[src/hdl/pvps_pkg.sv]
// shared types and constants of the pneumatic valve pulse sequencer
`timescale 1ns / 1ps
package pvps_pkg;

  localparam int TIME_BITS_DEF = 16;
  localparam int FIELD_W       = 16;
  localparam int DIV_STEPS     = FIELD_W;
  localparam int CNT_W         = $clog2(DIV_STEPS);

  localparam logic [FIELD_W-1:0] PULSE_OPEN_RST  = 16'd100;
  localparam logic [FIELD_W-1:0] SHORT_LIMIT_RST = 16'd50;
  localparam logic [FIELD_W-1:0] SEAL_RST        = 16'd50;
  localparam logic [FIELD_W-1:0] DRAIN_DIVISOR   = 16'd5;

  typedef enum logic [1:0] {
    FN_TICK    = 2'd0,
    FN_PRESS   = 2'd1,
    FN_RELEASE = 2'd2,
    FN_CANCEL  = 2'd3
  } func_e;

  typedef enum logic [1:0] {
    OP_NONE    = 2'd0,
    OP_PRESS   = 2'd1,
    OP_RELEASE = 2'd2
  } op_e;

  typedef enum logic [2:0] {
    PH_IDLE        = 3'd0,
    PH_SEAL        = 3'd1,
    PH_SHORT_OPEN  = 3'd2,
    PH_SHORT_WAIT  = 3'd3,
    PH_LOOP_OPEN   = 3'd4,
    PH_LOOP_CLOSED = 3'd5
  } phase_e;

  typedef enum logic [1:0] {
    CFG_PULSE_OPEN  = 2'd0,
    CFG_SHORT_LIMIT = 2'd1,
    CFG_SEAL        = 2'd2
  } cfg_idx_e;

  typedef enum logic [1:0] {
    CS_IDLE = 2'd0,
    CS_DIV  = 2'd1,
    CS_FIN  = 2'd2,
    CS_PUSH = 2'd3
  } ctl_state_e;

  typedef struct packed {
    logic tick;
    logic cancel;
    logic start_load;
    op_e  start_op;
    logic div_step;
    logic start_commit;
    logic snap_load;
  } cmd_t;

  typedef struct packed {
    logic div_last;
  } sts_t;

endpackage

[src/hdl/pvps_ctrl.sv]
// controller state machine: handshakes and sequencing of the datapath
`timescale 1ns / 1ps
module pvps_ctrl (
  input  logic            clk_i,
  input  logic            rst_ni,
  input  logic            in_valid_i,
  output logic            in_stall_o,
  input  logic [1:0]      func_i,
  output logic            out_valid_o,
  input  logic            out_stall_i,
  output pvps_pkg::cmd_t  cmd_o,
  input  pvps_pkg::sts_t  sts_i
);
  import pvps_pkg::*;

  ctl_state_e state_q, state_d;
  logic       out_valid_q, out_valid_d;
  logic       accept;

  assign in_stall_o  = (state_q != CS_IDLE);
  assign out_valid_o = out_valid_q;
  assign accept      = in_valid_i && (state_q == CS_IDLE);

  always_ff @(posedge clk_i or negedge rst_ni) begin
    if (!rst_ni) begin
      state_q     <= CS_IDLE;
      out_valid_q <= 1'b0;
    end else begin
      state_q     <= state_d;
      out_valid_q <= out_valid_d;
    end
  end

  always_comb begin
    state_d = state_q;
    cmd_o   = '0;
    cmd_o.start_op = OP_PRESS;
    unique case (state_q)
      CS_IDLE: begin
        if (accept) begin
          unique case (func_e'(func_i))
            FN_TICK: begin
              cmd_o.tick = 1'b1;
              state_d    = CS_PUSH;
            end
            FN_CANCEL: begin
              cmd_o.cancel = 1'b1;
              state_d      = CS_PUSH;
            end
            FN_PRESS, FN_RELEASE: begin
              cmd_o.start_load = 1'b1;
              cmd_o.start_op   = (func_e'(func_i) == FN_PRESS) ? OP_PRESS : OP_RELEASE;
              state_d          = CS_DIV;
            end
            default: state_d = CS_IDLE;
          endcase
        end
      end
      CS_DIV: begin
        cmd_o.div_step = 1'b1;
        if (sts_i.div_last) begin
          state_d = CS_FIN;
        end
      end
      CS_FIN: begin
        cmd_o.start_commit = 1'b1;
        state_d            = CS_PUSH;
      end
      CS_PUSH: begin
        if (!out_valid_q || !out_stall_i) begin
          cmd_o.snap_load = 1'b1;
          state_d         = CS_IDLE;
        end
      end
      default: state_d = CS_IDLE;
    endcase
  end

  always_comb begin
    out_valid_d = out_valid_q;
    if (cmd_o.snap_load) begin
      out_valid_d = 1'b1;
    end else if (out_valid_q && !out_stall_i) begin
      out_valid_d = 1'b0;
    end
  end

endmodule

[src/hdl/pvps_datapath.sv]
// datapath: valve state, elapsed counter, serial divider, config and result registers
`timescale 1ns / 1ps
module pvps_datapath #(
  parameter int TIME_BITS = pvps_pkg::TIME_BITS_DEF
) (
  input  logic                          clk_i,
  input  logic                          rst_ni,
  input  pvps_pkg::cmd_t                cmd_i,
  output pvps_pkg::sts_t                sts_o,
  input  logic [pvps_pkg::FIELD_W-1:0]  pressure_ms_i,
  input  logic                          cfg_we_i,
  input  logic [1:0]                    cfg_index_i,
  input  logic [pvps_pkg::FIELD_W-1:0]  cfg_data_i,
  output logic                          inlet_open_o,
  output logic                          outlet_open_o,
  output logic                          busy_res_o,
  output logic [2:0]                    phase_now_o,
  output logic [1:0]                    operation_now_o
);
  import pvps_pkg::*;

  localparam int LIM_W = FIELD_W + 1;
  localparam int CMP_W = (TIME_BITS > LIM_W) ? TIME_BITS : LIM_W;
  localparam logic [TIME_BITS-1:0] ELAPSED_MAX = {TIME_BITS{1'b1}};

  // configuration
  logic [FIELD_W-1:0] po_q, sl_q, seal_q;

  // sequencer state
  phase_e             phase_q, phase_d;
  op_e                op_q, op_d;
  logic [TIME_BITS-1:0] elapsed_q, elapsed_d, elapsed_n;
  logic [FIELD_W-1:0] pulses_q, pulses_d;
  logic [LIM_W-1:0]   drain_q, drain_d, target_q, target_d;
  logic [FIELD_W-1:0] req_q, req_d;
  logic               drain_mode_q, drain_mode_d;
  logic               inlet_q, inlet_d, outlet_q, outlet_d;

  // pending start and divider
  op_e                st_op_q, st_op_d;
  logic [FIELD_W-1:0] st_t_q, st_t_d;
  logic [FIELD_W-1:0] dvd_q, dvd_d, dvs_q, dvs_d;
  logic [FIELD_W-1:0] rem_q, rem_d;
  logic [FIELD_W:0]   rem_sh;
  logic               rem_ge;
  logic [CNT_W-1:0]   cnt_q, cnt_d;

  // result snapshot
  logic   snap_inlet_q, snap_outlet_q;
  phase_e snap_phase_q;
  op_e    snap_op_q;

  logic [LIM_W-1:0] limit;
  logic             waited;
  logic             main_inlet;

  assign sts_o.div_last = (cnt_q == CNT_W'(DIV_STEPS - 1));

  assign inlet_open_o    = snap_inlet_q;
  assign outlet_open_o   = snap_outlet_q;
  assign busy_res_o      = (snap_op_q != OP_NONE);
  assign phase_now_o     = snap_phase_q;
  assign operation_now_o = snap_op_q;

  always_ff @(posedge clk_i or negedge rst_ni) begin
    if (!rst_ni) begin
      po_q   <= PULSE_OPEN_RST;
      sl_q   <= SHORT_LIMIT_RST;
      seal_q <= SEAL_RST;
    end else if (cfg_we_i) begin
      unique case (cfg_idx_e'(cfg_index_i))
        CFG_PULSE_OPEN:  po_q   <= cfg_data_i;
        CFG_SHORT_LIMIT: sl_q   <= cfg_data_i;
        CFG_SEAL:        seal_q <= cfg_data_i;
        default: ;
      endcase
    end
  end

  // restoring division, one quotient bit per cycle
  always_comb begin
    rem_sh = {rem_q, dvd_q[FIELD_W-1]};
    rem_ge = (rem_sh >= {1'b0, dvs_q});
    dvd_d  = dvd_q;
    dvs_d  = dvs_q;
    rem_d  = rem_q;
    cnt_d  = cnt_q;
    st_op_d = st_op_q;
    st_t_d  = st_t_q;
    if (cmd_i.start_load) begin
      st_op_d = cmd_i.start_op;
      st_t_d  = pressure_ms_i;
      dvd_d   = pressure_ms_i;
      dvs_d   = (pressure_ms_i < po_q) ? DRAIN_DIVISOR : po_q;
      rem_d   = '0;
      cnt_d   = '0;
    end else if (cmd_i.div_step) begin
      rem_d = rem_ge ? FIELD_W'(rem_sh - {1'b0, dvs_q}) : rem_sh[FIELD_W-1:0];
      dvd_d = {dvd_q[FIELD_W-2:0], rem_ge};
      cnt_d = cnt_q + CNT_W'(1);
    end
  end

  always_ff @(posedge clk_i or negedge rst_ni) begin
    if (!rst_ni) begin
      st_op_q <= OP_NONE;
      cnt_q   <= '0;
    end else begin
      st_op_q <= st_op_d;
      cnt_q   <= cnt_d;
    end
  end

  always_ff @(posedge clk_i) begin
    st_t_q <= st_t_d;
    dvd_q  <= dvd_d;
    dvs_q  <= dvs_d;
    rem_q  <= rem_d;
  end

  // wait test of the current phase
  always_comb begin
    elapsed_n = (elapsed_q == ELAPSED_MAX) ? elapsed_q : (elapsed_q + TIME_BITS'(1));
    unique case (phase_q)
      PH_SEAL, PH_LOOP_CLOSED: limit = LIM_W'(seal_q);
      PH_SHORT_OPEN:           limit = drain_mode_q ? drain_q : target_q;
      PH_SHORT_WAIT:           limit = target_q;
      PH_LOOP_OPEN:            limit = LIM_W'(po_q);
      default:                 limit = '0;
    endcase
    waited = (CMP_W'(elapsed_n) >= CMP_W'(limit)) || (elapsed_n == ELAPSED_MAX);
  end

  always_comb begin
    phase_d      = phase_q;
    op_d         = op_q;
    elapsed_d    = elapsed_q;
    pulses_d     = pulses_q;
    drain_d      = drain_q;
    target_d     = target_q;
    req_d        = req_q;
    drain_mode_d = drain_mode_q;
    inlet_d      = inlet_q;
    outlet_d     = outlet_q;
    main_inlet   = (op_q == OP_PRESS);

    if (cmd_i.cancel) begin
      inlet_d   = 1'b0;
      outlet_d  = 1'b0;
      op_d      = OP_NONE;
      phase_d   = PH_IDLE;
      elapsed_d = '0;
    end else if (cmd_i.tick && (op_q != OP_NONE)) begin
      elapsed_d = elapsed_n;
      case (phase_q)
        PH_SEAL: begin
          if (waited) begin
            if (main_inlet) inlet_d = 1'b1;
            else outlet_d = 1'b1;
            elapsed_d = '0;
            if (req_q < po_q) begin
              if (drain_mode_q) begin
                if (main_inlet) outlet_d = 1'b1;
                else inlet_d = 1'b1;
              end
              phase_d = PH_SHORT_OPEN;
            end else begin
              phase_d = PH_LOOP_OPEN;
            end
          end
        end
        PH_SHORT_OPEN: begin
          if (waited) begin
            elapsed_d = '0;
            if (drain_mode_q) begin
              if (main_inlet) outlet_d = 1'b0;
              else inlet_d = 1'b0;
              phase_d = PH_SHORT_WAIT;
            end else begin
              if (main_inlet) inlet_d = 1'b0;
              else outlet_d = 1'b0;
              op_d    = OP_NONE;
              phase_d = PH_IDLE;
            end
          end
        end
        PH_SHORT_WAIT: begin
          if (waited) begin
            if (main_inlet) inlet_d = 1'b0;
            else outlet_d = 1'b0;
            op_d      = OP_NONE;
            phase_d   = PH_IDLE;
            elapsed_d = '0;
          end
        end
        PH_LOOP_OPEN: begin
          if (waited) begin
            if (main_inlet) inlet_d = 1'b0;
            else outlet_d = 1'b0;
            elapsed_d = '0;
            if (pulses_q <= FIELD_W'(1)) begin
              pulses_d = '0;
              op_d     = OP_NONE;
              phase_d  = PH_IDLE;
            end else begin
              pulses_d = pulses_q - FIELD_W'(1);
              phase_d  = PH_LOOP_CLOSED;
            end
          end
        end
        PH_LOOP_CLOSED: begin
          if (waited) begin
            if (main_inlet) inlet_d = 1'b1;
            else outlet_d = 1'b1;
            phase_d   = PH_LOOP_OPEN;
            elapsed_d = '0;
          end
        end
        default: ;
      endcase
    end else if (cmd_i.start_commit) begin
      req_d = st_t_q;
      if (st_t_q < po_q) begin
        if (st_t_q < sl_q) begin
          drain_mode_d = 1'b1;
          drain_d      = LIM_W'(po_q) + LIM_W'(dvd_q);
          target_d     = LIM_W'(st_t_q);
        end else begin
          drain_mode_d = 1'b0;
          target_d     = LIM_W'(st_t_q) + LIM_W'(po_q);
        end
        pulses_d = '0;
      end else begin
        drain_mode_d = 1'b0;
        pulses_d     = dvd_q;
        target_d     = LIM_W'(st_t_q);
      end
      op_d = st_op_q;
      if (st_op_q == OP_PRESS) outlet_d = 1'b0;
      else inlet_d = 1'b0;
      phase_d   = PH_SEAL;
      elapsed_d = '0;
    end
  end

  always_ff @(posedge clk_i or negedge rst_ni) begin
    if (!rst_ni) begin
      phase_q      <= PH_IDLE;
      op_q         <= OP_NONE;
      elapsed_q    <= '0;
      pulses_q     <= '0;
      drain_q      <= '0;
      target_q     <= '0;
      req_q        <= '0;
      drain_mode_q <= 1'b0;
      inlet_q      <= 1'b0;
      outlet_q     <= 1'b1;
    end else begin
      phase_q      <= phase_d;
      op_q         <= op_d;
      elapsed_q    <= elapsed_d;
      pulses_q     <= pulses_d;
      drain_q      <= drain_d;
      target_q     <= target_d;
      req_q        <= req_d;
      drain_mode_q <= drain_mode_d;
      inlet_q      <= inlet_d;
      outlet_q     <= outlet_d;
    end
  end

  always_ff @(posedge clk_i) begin
    if (cmd_i.snap_load) begin
      snap_inlet_q  <= inlet_q;
      snap_outlet_q <= outlet_q;
      snap_phase_q  <= phase_q;
      snap_op_q     <= op_q;
    end
  end

endmodule

[src/hdl/pneumatic_valve_pulse_sequencer_unit.sv]
// top level of the pneumatic valve pulse sequencer
`timescale 1ns / 1ps
// Valve pulse sequencer for one pneumatic muscle. Each item is a millisecond
// tick, a pressurize or depressurize start, or a cancel, and gives one result
// item with the valve commands, busy flag, phase and operation after it. A tick
// or cancel goes through the push state to the result register, and a start
// through the divide, finish and push states; the input is stalled until the
// result is loaded. The 16-step serial divider works out the pulse count
// (or time/5 for short requests). The next item is accepted as soon as the
// result is in the output register, even while that result is stalled.
// Configuration writes are always ready and are meant for idle periods.
module pneumatic_valve_pulse_sequencer_unit #(
  parameter int TIME_BITS = pvps_pkg::TIME_BITS_DEF
) (
  input  logic                          clk_i,
  input  logic                          rst_ni,
  input  logic                          in_valid_i,
  output logic                          in_stall_o,
  input  logic [1:0]                    func_i,
  input  logic [pvps_pkg::FIELD_W-1:0]  pressure_ms_i,
  output logic                          out_valid_o,
  input  logic                          out_stall_i,
  output logic                          inlet_open_o,
  output logic                          outlet_open_o,
  output logic                          busy_res_o,
  output logic [2:0]                    phase_now_o,
  output logic [1:0]                    operation_now_o,
  input  logic                          cfg_valid_i,
  output logic                          cfg_ready_o,
  input  logic [1:0]                    cfg_index_i,
  input  logic [pvps_pkg::FIELD_W-1:0]  cfg_data_i
);
  import pvps_pkg::*;

  cmd_t cmd;
  sts_t sts;

  assign cfg_ready_o = 1'b1;

  pvps_ctrl u_ctrl (
    .clk_i       (clk_i),
    .rst_ni      (rst_ni),
    .in_valid_i  (in_valid_i),
    .in_stall_o  (in_stall_o),
    .func_i      (func_i),
    .out_valid_o (out_valid_o),
    .out_stall_i (out_stall_i),
    .cmd_o       (cmd),
    .sts_i       (sts)
  );

  pvps_datapath #(
    .TIME_BITS (TIME_BITS)
  ) u_datapath (
    .clk_i           (clk_i),
    .rst_ni          (rst_ni),
    .cmd_i           (cmd),
    .sts_o           (sts),
    .pressure_ms_i   (pressure_ms_i),
    .cfg_we_i        (cfg_valid_i && cfg_ready_o),
    .cfg_index_i     (cfg_index_i),
    .cfg_data_i      (cfg_data_i),
    .inlet_open_o    (inlet_open_o),
    .outlet_open_o   (outlet_open_o),
    .busy_res_o      (busy_res_o),
    .phase_now_o     (phase_now_o),
    .operation_now_o (operation_now_o)
  );

endmodule

[config.mk]
export PLATFORM = sky130hd
export DESIGN_NAME = pneumatic_valve_pulse_sequencer_unit
export DESIGN_NICKNAME = d
export VERILOG_FILES = /design/src/hdl/pvps_pkg.sv /design/src/hdl/pvps_ctrl.sv /design/src/hdl/pvps_datapath.sv /design/src/hdl/pneumatic_valve_pulse_sequencer_unit.sv
export SDC_FILE = /design/constraint.sdc
export NUM_CORES = 1
export LEC_CHECK = 0
export ABC_AREA = 1
export BUFFER_PORTS_ARGS = -buffer_cell sky130_fd_sc_hd__buf_2
export CORE_MARGIN = 2
export CORE_UTILIZATION = 55
export DETAILED_ROUTE_END_ITERATION = 10
export HOLD_SLACK_MARGIN = 0.02
export PLACE_DENSITY = 0.7
export SYNTH_ARGS = -nofsm -noshare
export SYNTH_HDL_FRONTEND = slang
export SYNTH_SLANG_ARGS = --single-unit
export TNS_END_PERCENT = 100
[constraint.sdc]
create_clock -name clk_i -period 7.5 [get_ports clk_i]
set_input_delay 1.125 -clock clk_i [delete_from_list [all_inputs] [get_ports clk_i]]
set_output_delay 1.125 -clock clk_i [all_outputs]
set_load 0.01 [all_outputs]
==> results of run 1 <==
==> critical path: cells and delay by family (launching register included) <==
kind / cells / cell delay [ps]
AND/OR/NAND/NOR: 9 / 1200
AO/OA/AOI/OAI: 6 / 1130
buffers and inverters: 4 / 1010
flip-flops: 1 / 410
adder cells (fa/ha/maj): 1 / 370
==> cells in the mapped netlist, types with 2 or more instances <==
master / count
nand2_1: 509
inv_1: 191
o21ai_0: 162
dfrtp_1: 137
ha_1: 136
nor2_1: 109
a21oi_1: 104
nand3_1: 80
edfxtp_1: 55
clkbuf_1: 39
xor2_1: 34
o21ai_1: 23
xnor2_1: 19
nand4_1: 18
o211ai_1: 18
dfxtp_1: 16
a221oi_1: 15
nor3_1: 15
dfstp_2: 10
o31ai_1: 7
o22ai_1: 6
a31oi_1: 4
buf_6: 4
clkinv_1: 4
inv_2: 4
nand2_2: 4
nor2_2: 4
nor2_4: 4
o21bai_1: 4
fa_1: 3
nor4_1: 3
o21a_1: 3
or2_2: 3
a21boi_0: 2
nand3b_1: 2
o2111ai_1: 2
o2bb2ai_1: 2
==> flip-flops by register name (all words and copies together) (netlist names), 2 cells and up <==
register / flops
u_datapath.phase_q: 3
u_datapath.pulses_q: 16
u_datapath.req_q: 16
u_datapath.cnt_q: 4
u_datapath.dvs_q: 16
u_datapath.dvd_q: 16
u_datapath.seal_q: 16
u_datapath.rem_q: 16
u_datapath.op_q: 2
u_datapath.po_q: 16
u_datapath.target_q: 17
u_datapath.operation_now_o: 2
u_datapath.st_op_q: 2
u_datapath.sl_q: 16
u_datapath.drain_q: 17
u_ctrl.state_q: 2
u_datapath.st_t_q: 16
u_datapath.elapsed_q: 16
u_datapath.phase_now_o: 3
==> logic make-up (layout without fill, tap and decap cells) <==
family | count (synthesis) | after routing
other | 1 | 1
buffers and inverters | 244 | 299
XOR/XNOR | 53 | 53
adder cells (fa/ha/maj) | 139 | 139
AND/OR/NAND/NOR | 754 | 754
flip-flops | 218 | 218
AO/OA/AOI/OAI | 359 | 359
==> cell type report <==
cell class / instances / area (um2) / area share (%)
well taps: 330 / 413 / 2.71
flip-flops and latches: 218 / 5660 / 37.2
multi-input cells: 1306 / 7310 / 48.0
clock inverters: 13 / 136 / 0.895
inverters: 199 / 747 / 4.90
clock buffers: 31 / 658 / 4.32
repair buffers: 56 / 302 / 1.98
==> metal layers <==
layer  part of all wire (%)  global-route usage (%)  vias up
li1                       -                       -     5953
met1                     46                    43.2     5683
met2                     45                    46.7      405
met3                    6.8                    4.44       60
met4                    2.8                    9.25        0
met5                      0                       0        -
==> metrics by stage <==
step	instance area [um2]	utilization, %	instances	worst slack (ps)
final	15200	60.8	2153	3250
after CTS	15200	60.8	2153	3330
after global placement	14400	57.7	2109	3120
after floorplan	13900	-	1768	4310
after global routing	15200	60.8	2153	2890
after detailed placement	14400	57.7	2109	3000
==> final timing paths <==
path                       slack [ps]  cells past startpoint                 endpoint
max                              3250                     20   u_datapath.pulses_q[8]
min                               470                      2     u_datapath.rem_q[15]
max reg2reg                      3250                     20   u_datapath.pulses_q[8]
min reg2reg                       470                      2     u_datapath.rem_q[15]
max in group asynchronous        5400                      2       u_ctrl.out_valid_o
min in group asynchronous         610                      1  u_datapath.elapsed_q[4]
==> power by group <==
group / switching, mW / internal (mW)
logic: 1.47 / 0.800
clock network: 0.504 / 0.720
registers: 0.309 / 1.63
==> results.sh, run 1 <==
export IMPL_critPathSlowestCell="clkinv_1"
export IMPL_critical_path_top_cell_by_count="nor2_1"
export IMPL_fillers=2291
export IMPL_place_hpwl_mm=29.3
export IMPL_antenna_diode_count=0
export IMPL_fin_hold_ws_ps=470
export IMPL_fp_row_count=58
export IMPL_cts_buffers_inserted=25
export IMPL_die_w_um=163
export IMPL_core_area_um2=25000
export IMPL_ctsLongestPathBuffers=3
export IMPL_setup_total_negative_slack_ps=0
export IMPL_total_power_mw=5.43
export IMPL_first_pass_drt_iterations=6
export IMPL_rsz0062_at_grt="false"
export IMPL_routed_vias=12101
export IMPL_worst_setup_path_type="flop to flop"
export IMPL_setup_violations_final=0
export IMPL_regToRegStartpoint="u_datapath.phase_q[2]"
export IMPL_drcViolationCount=0
export IMPL_antenna_found_initial=0
export IMPL_status="completed"
export IMPL_worst_setup_path_start_kind="flop"
export IMPL_drv_cap=0
export IMPL_synth_top_area_share_pct=24.6
export IMPL_final_nets=1986
export IMPL_io_buffer_count=50
export IMPL_hold_violations=0
export IMPL_first_iter_violations=1099
export IMPL_layout_min_cycle_time_ps=4250
export IMPL_cp_arrival_ps=4660
export IMPL_final_layout_size_suffix_gt1_share_pct=6.75
export IMPL_largest_net_degree_at_the_start_of_global_routing=78
export IMPL_syn_avg_cell_area_um2=7.88
export IMPL_cts_tree="built"
export IMPL_number_of_global_route_vias_before_repair=11447
export IMPL_synth_top_family_by_area="simple AND/OR/NAND/NOR gates"
export IMPL_clock_sinks=218
export IMPL_ys_top_cells_by_area="dfrtp_1 (25%), nand2_1 (14%), ha_1 (12%)"
export IMPL_path_clk_slew_ps=60
export IMPL_grt_first_pass_wirelength_mm=62.1
export IMPL_clock_insertion_delay_worst_skew_ps=540
export IMPL_layout_cells_most_common_list="nand2_1 (509), inv_1 (191), o21ai_0 (162)"
export IMPL_floorplan_initialDensity_pct=55.6
export IMPL_clock_skew_ps=14.3
export IMPL_synth_seq_cells=218
export IMPL_synth_mux_area_share_pct=0
export IMPL_dieHeight_um=163
export IMPL_critical_path_max_stage_delay_ps=590
export IMPL_root_buffer="clkbuf_16"
export IMPL_h_tree_depth=1
export IMPL_area_delta_synth_final_pct=9.37
export IMPL_yosys_most_used_dff="dfrtp_1"
export IMPL_synth_compound_area_share_pct=14.3
export IMPL_final_count_of_pins_violating_max_slew=0
export IMPL_cts_post_setup_buffers_inserted=0
export IMPL_required_ps=7920
export IMPL_post_synth_fa_ha_maj_area_fraction_pct=12.7
export IMPL_grt_usage_pct=29.9
export IMPL_synth_xor_area_share_pct=3.33
export IMPL_critical_path_max_fanout=23
export IMPL_syn_num_nets=1948
export IMPL_cts_hold_fix_buffers=0
export IMPL_slew_limit_headroom_pct=23.4
export IMPL_antenna_left=0
export IMPL_distinct_cells_synth=50
export IMPL_cts_repair_resize_count=0
export IMPL_syn_cell_area_um2=13900
export IMPL_route_detailed_vias_per_inst=5.62
export IMPL_endpoint_kind="flop"
export IMPL_synth_enable_flop_cells=55
export IMPL_fmax_mhz=236
export IMPL_wl_per_cell_um=18.1
export IMPL_slew_worst_pin_ps=1150
export IMPL_synth_simple_area_share_pct=22.1
export IMPL_drt_wl_total_mm=39.1
export IMPL_yosysSeqAreaShare_pct=40.7
export IMPL_timing_final_crit_share_pct=56.6
export IMPL_total_global_routing_overflow=0
export IMPL_startpoint="u_datapath.phase_q[2]"
export IMPL_synthesis_yosys_warnings=0
export IMPL_pin_count=52
export IMPL_cp_cell_sequence="inv_1, nor2_1, inv_1, nor2_1, clkinv_1, o21ai_0, a221oi_1, ha_1, a21oi_1, o21ai_0, nor2_1, nand2_1, nand2_1, nand3b_1, nand2_1, nand2_4, o21ai_4, inv_2, nor2_1, a21oi_1"
export IMPL_hold_start="u_datapath.rem_q[15]"
export IMPL_power_density_nw_per_um2=357
export IMPL_hold_path_class="flop to flop"
export IMPL_layout_cells_most_common="nand2_1"
export IMPL_synthCells=1768
export IMPL_vdd_drop_max_mv=0.205
export IMPL_die_area_um2=26600
export IMPL_async_reset_ff_share_pct=67.4
export IMPL_gp_congestion=0.986
export IMPL_post_synth_top_area_cell="dfrtp_1"
export IMPL_p_leak_nw=7.48
Power figures use the tool's default switching activity.
==> run 2: changes to the inputs <==
--- a/config.mk
+++ b/config.mk
@@ -11,7 +11,7 @@
 export CORE_UTILIZATION = 55
 export DETAILED_ROUTE_END_ITERATION = 10
 export HOLD_SLACK_MARGIN = 0.02
-export PLACE_DENSITY = 0.7
+export PLACE_DENSITY = 0.73
 export SYNTH_ARGS = -nofsm -noshare
 export SYNTH_HDL_FRONTEND = slang
 export SYNTH_SLANG_ARGS = --single-unit
==> constraint.sdc (replaced) <==
create_clock -name clk_i -period 3.7 [get_ports clk_i]
set_input_delay 0.555 -clock clk_i [delete_from_list [all_inputs] [get_ports clk_i]]
set_output_delay 0.555 -clock clk_i [all_outputs]
set_load 0.01 [all_outputs]
==> run 2 against run 1 <==
Net effect:
- cell count rose by 1.3%
- critical path depth grew 1
- core utilization rose by 1.3 points
- power is 110% higher
- sequential cell count is the same
- worst hold slack lost 240 ps
- clock power is 120% higher
- sequential power grew 110%
- count of clock-buffer cells in the layout up 5
- clock skew rose by 14 ps
- wire length decreased by 0.72%
==> results.sh, run 2 (synthesis results as in run 1) <==
export IMPL_status="completed"
export IMPL_final_nets=2010
export IMPL_total_power_mw=11.4
export IMPL_slew_worst_pin_ps=1070
export IMPL_antenna_found_initial=0
export IMPL_endpoint_kind="flop"
export IMPL_fmax_mhz=294
export IMPL_setup_violations_final=0
export IMPL_hold_path_endpoint="u_datapath.st_t_q[15]"
export IMPL_cp_arrival_ps=3850
export IMPL_die_w_um=163
export IMPL_first_pass_drt_iterations=5
export IMPL_path_clk_slew_ps=60
export IMPL_gp_congestion=0.960
export IMPL_hold_path_class="input port to flop"
export IMPL_layout_cells_most_common="nand2_1"
export IMPL_io_buffer_count=50
export IMPL_grt_first_pass_wirelength_mm=61.2
export IMPL_multi_input_area_um2=7320
export IMPL_dieHeight_um=163
export IMPL_fin_ws_ps=295
export IMPL_total_global_routing_overflow=0
export IMPL_critical_path_max_fanout=9
export IMPL_final_count_of_pins_violating_max_slew=0
export IMPL_largest_net_degree_at_the_start_of_global_routing=64
export IMPL_regToRegStartpoint="u_datapath.phase_q[0]"
export IMPL_cts_tree="built"
export IMPL_antenna_diode_count=0
export IMPL_die_area_um2=26600
export IMPL_pin_count=52
export IMPL_area_delta_synth_final_pct=11.8
export IMPL_ff_to_ff_path_depth=21
export IMPL_routed_vias=12337
export IMPL_final_layout_size_suffix_gt1_share_pct=8.43
export IMPL_h_tree_depth=1
export IMPL_numPlacedInstances=2125
export IMPL_post_layout_nonfiller_instances=2181
export IMPL_first_iter_violations=1163
export IMPL_fp_row_count=58
export IMPL_fillers=2205
export IMPL_core_area_um2=25000
export IMPL_reg2reg_capture_point="u_datapath.pulses_q[10]"
export IMPL_cts_buffers_inserted=27
export IMPL_worst_setup_path_start_kind="flop"
export IMPL_antenna_left=0
export IMPL_reg_top3="u_datapath.drain_q: 17 flops, u_datapath.target_q: 17 flops"
export IMPL_wl_per_cell_um=17.8
export IMPL_power_density_nw_per_um2=732
export IMPL_drt_wl_total_mm=38.8
export IMPL_number_of_global_route_vias_before_repair=11594
export IMPL_root_buffer="clkbuf_16"
export IMPL_layout_min_cycle_time_ps=3400
export IMPL_seqCellArea_um2=5660
export IMPL_timing_final_crit_share_pct=92.0
export IMPL_setup_reg_to_reg_worst_slack_ps=300
export IMPL_hold_violations=0
export IMPL_hold_start="pressure_ms_i[15]"
export IMPL_slew_limit_headroom_pct=28.3
export IMPL_layout_cells_most_common_list="nand2_1 (509), inv_1 (190), o21ai_0 (162)"
export IMPL_fin_hold_ws_ps=233
export IMPL_setup_total_negative_slack_ps=0
export IMPL_required_ps=4150
export IMPL_place_hpwl_mm=29.1
export IMPL_p_leak_nw=7.64
export IMPL_worstHoldPathCells=1
export IMPL_clock_insertion_delay_worst_skew_ps=550
export IMPL_worst_setup_path_type="flop to flop"
export IMPL_vdd_drop_max_mv=0.432
export IMPL_route_detailed_vias_per_inst=5.66
export IMPL_clock_skew_ps=27.9
export IMPL_drcViolationCount=0
export IMPL_grt_usage_pct=29.5
export IMPL_drv_cap=0
export IMPL_clock_sinks=218
export IMPL_place_ws_ps=176
export IMPL_ctsLongestPathBuffers=3
export IMPL_floorplan_initialDensity_pct=55.6
## run 2: stage by stage
stage	utilization [%]	instance area, um2
2_1_floorplan	-	13900
3_3_place_gp	58.2	14600
3_5_place_dp	58.2	14600
4_1_cts	62.0	15500
5_1_grt	62.2	15600
6_report	62.2	15600
## run 2: how the worst max path moves through the flow
stage / start / to / slack, ps
after floorplan: u_datapath.phase_q[2] / u_datapath.pulses_q[5] / 550
after detailed placement: u_datapath.phase_q[2] / u_datapath.pulses_q[6] / 180
after global placement: u_datapath.phase_q[2] / u_datapath.pulses_q[8] / 370
after CTS: u_datapath.phase_q[2] / u_datapath.pulses_q[10] / 160
after global routing: u_datapath.phase_q[2] / u_datapath.pulses_q[10] / -20
final: u_datapath.phase_q[0] / u_datapath.pulses_q[10] / 300
## run 2: what timing repair did
item                                    in CTS  in global routing
endpoints found under the setup margin       0                 34
hold buffers                                 1                  0
setup buffers                                0                  5
resized for setup                            0                  5
endpoints found under the hold margin       32                  0
## run 2: layout make-up
| class | instances | area share (%) |
|---|---|---|
| Sequential cell | 218 | 36.4 |
| Timing Repair Buffer | 78 | 3.18 |
| Tap cell | 330 | 2.65 |
| Clock buffer | 36 | 4.69 |
| Inverter | 199 | 4.84 |
| Clock inverter | 14 | 1.26 |
| Multi-Input combinational cell | 1306 | 47.0 |
## run 2: report_power, final
| group | leakage, nW | internal, mW | switching [mW] |
|---|---|---|---|
| clock network | 0.447 | 1.67 | 1.06 |
| logic | 4.71 | 1.70 | 2.98 |
| registers | 2.49 | 3.30 | 0.684 |
| total | 7.64 | 6.68 | 4.72 |
## run 2: critical path, stage by stage, from the launching register on
cell,delay [ps]
dfrtp_1,480
inv_1,140
nand2_1,70
nand2_1,240
clkinvlp_4,160
buf_4,190
nand2_1,60
o21ai_0,70
a221oi_1,240
ha_1,300
a21oi_1,140
o21ai_0,80
nor2_1,90
nand2_1,60
nand2_1,60
nand3b_1,80
nand2_1,210
nand2_4,100
o21ai_4,190
buf_4,180
a21oi_1,50
a21oi_1,140
## run 2: per-layer routing
| layer | track usage (%) | up-vias | routed length [um] |
|---|---|---|---|
| met5 | 0 | - | 0 |
| met4 | 10.4 | 0 | 1450 |
| met3 | 3.28 | 85 | 2770 |
| met2 | 48.0 | 455 | 17800 |
| met1 | 41.0 | 5778 | 16800 |
| li1 | - | 6019 | - |
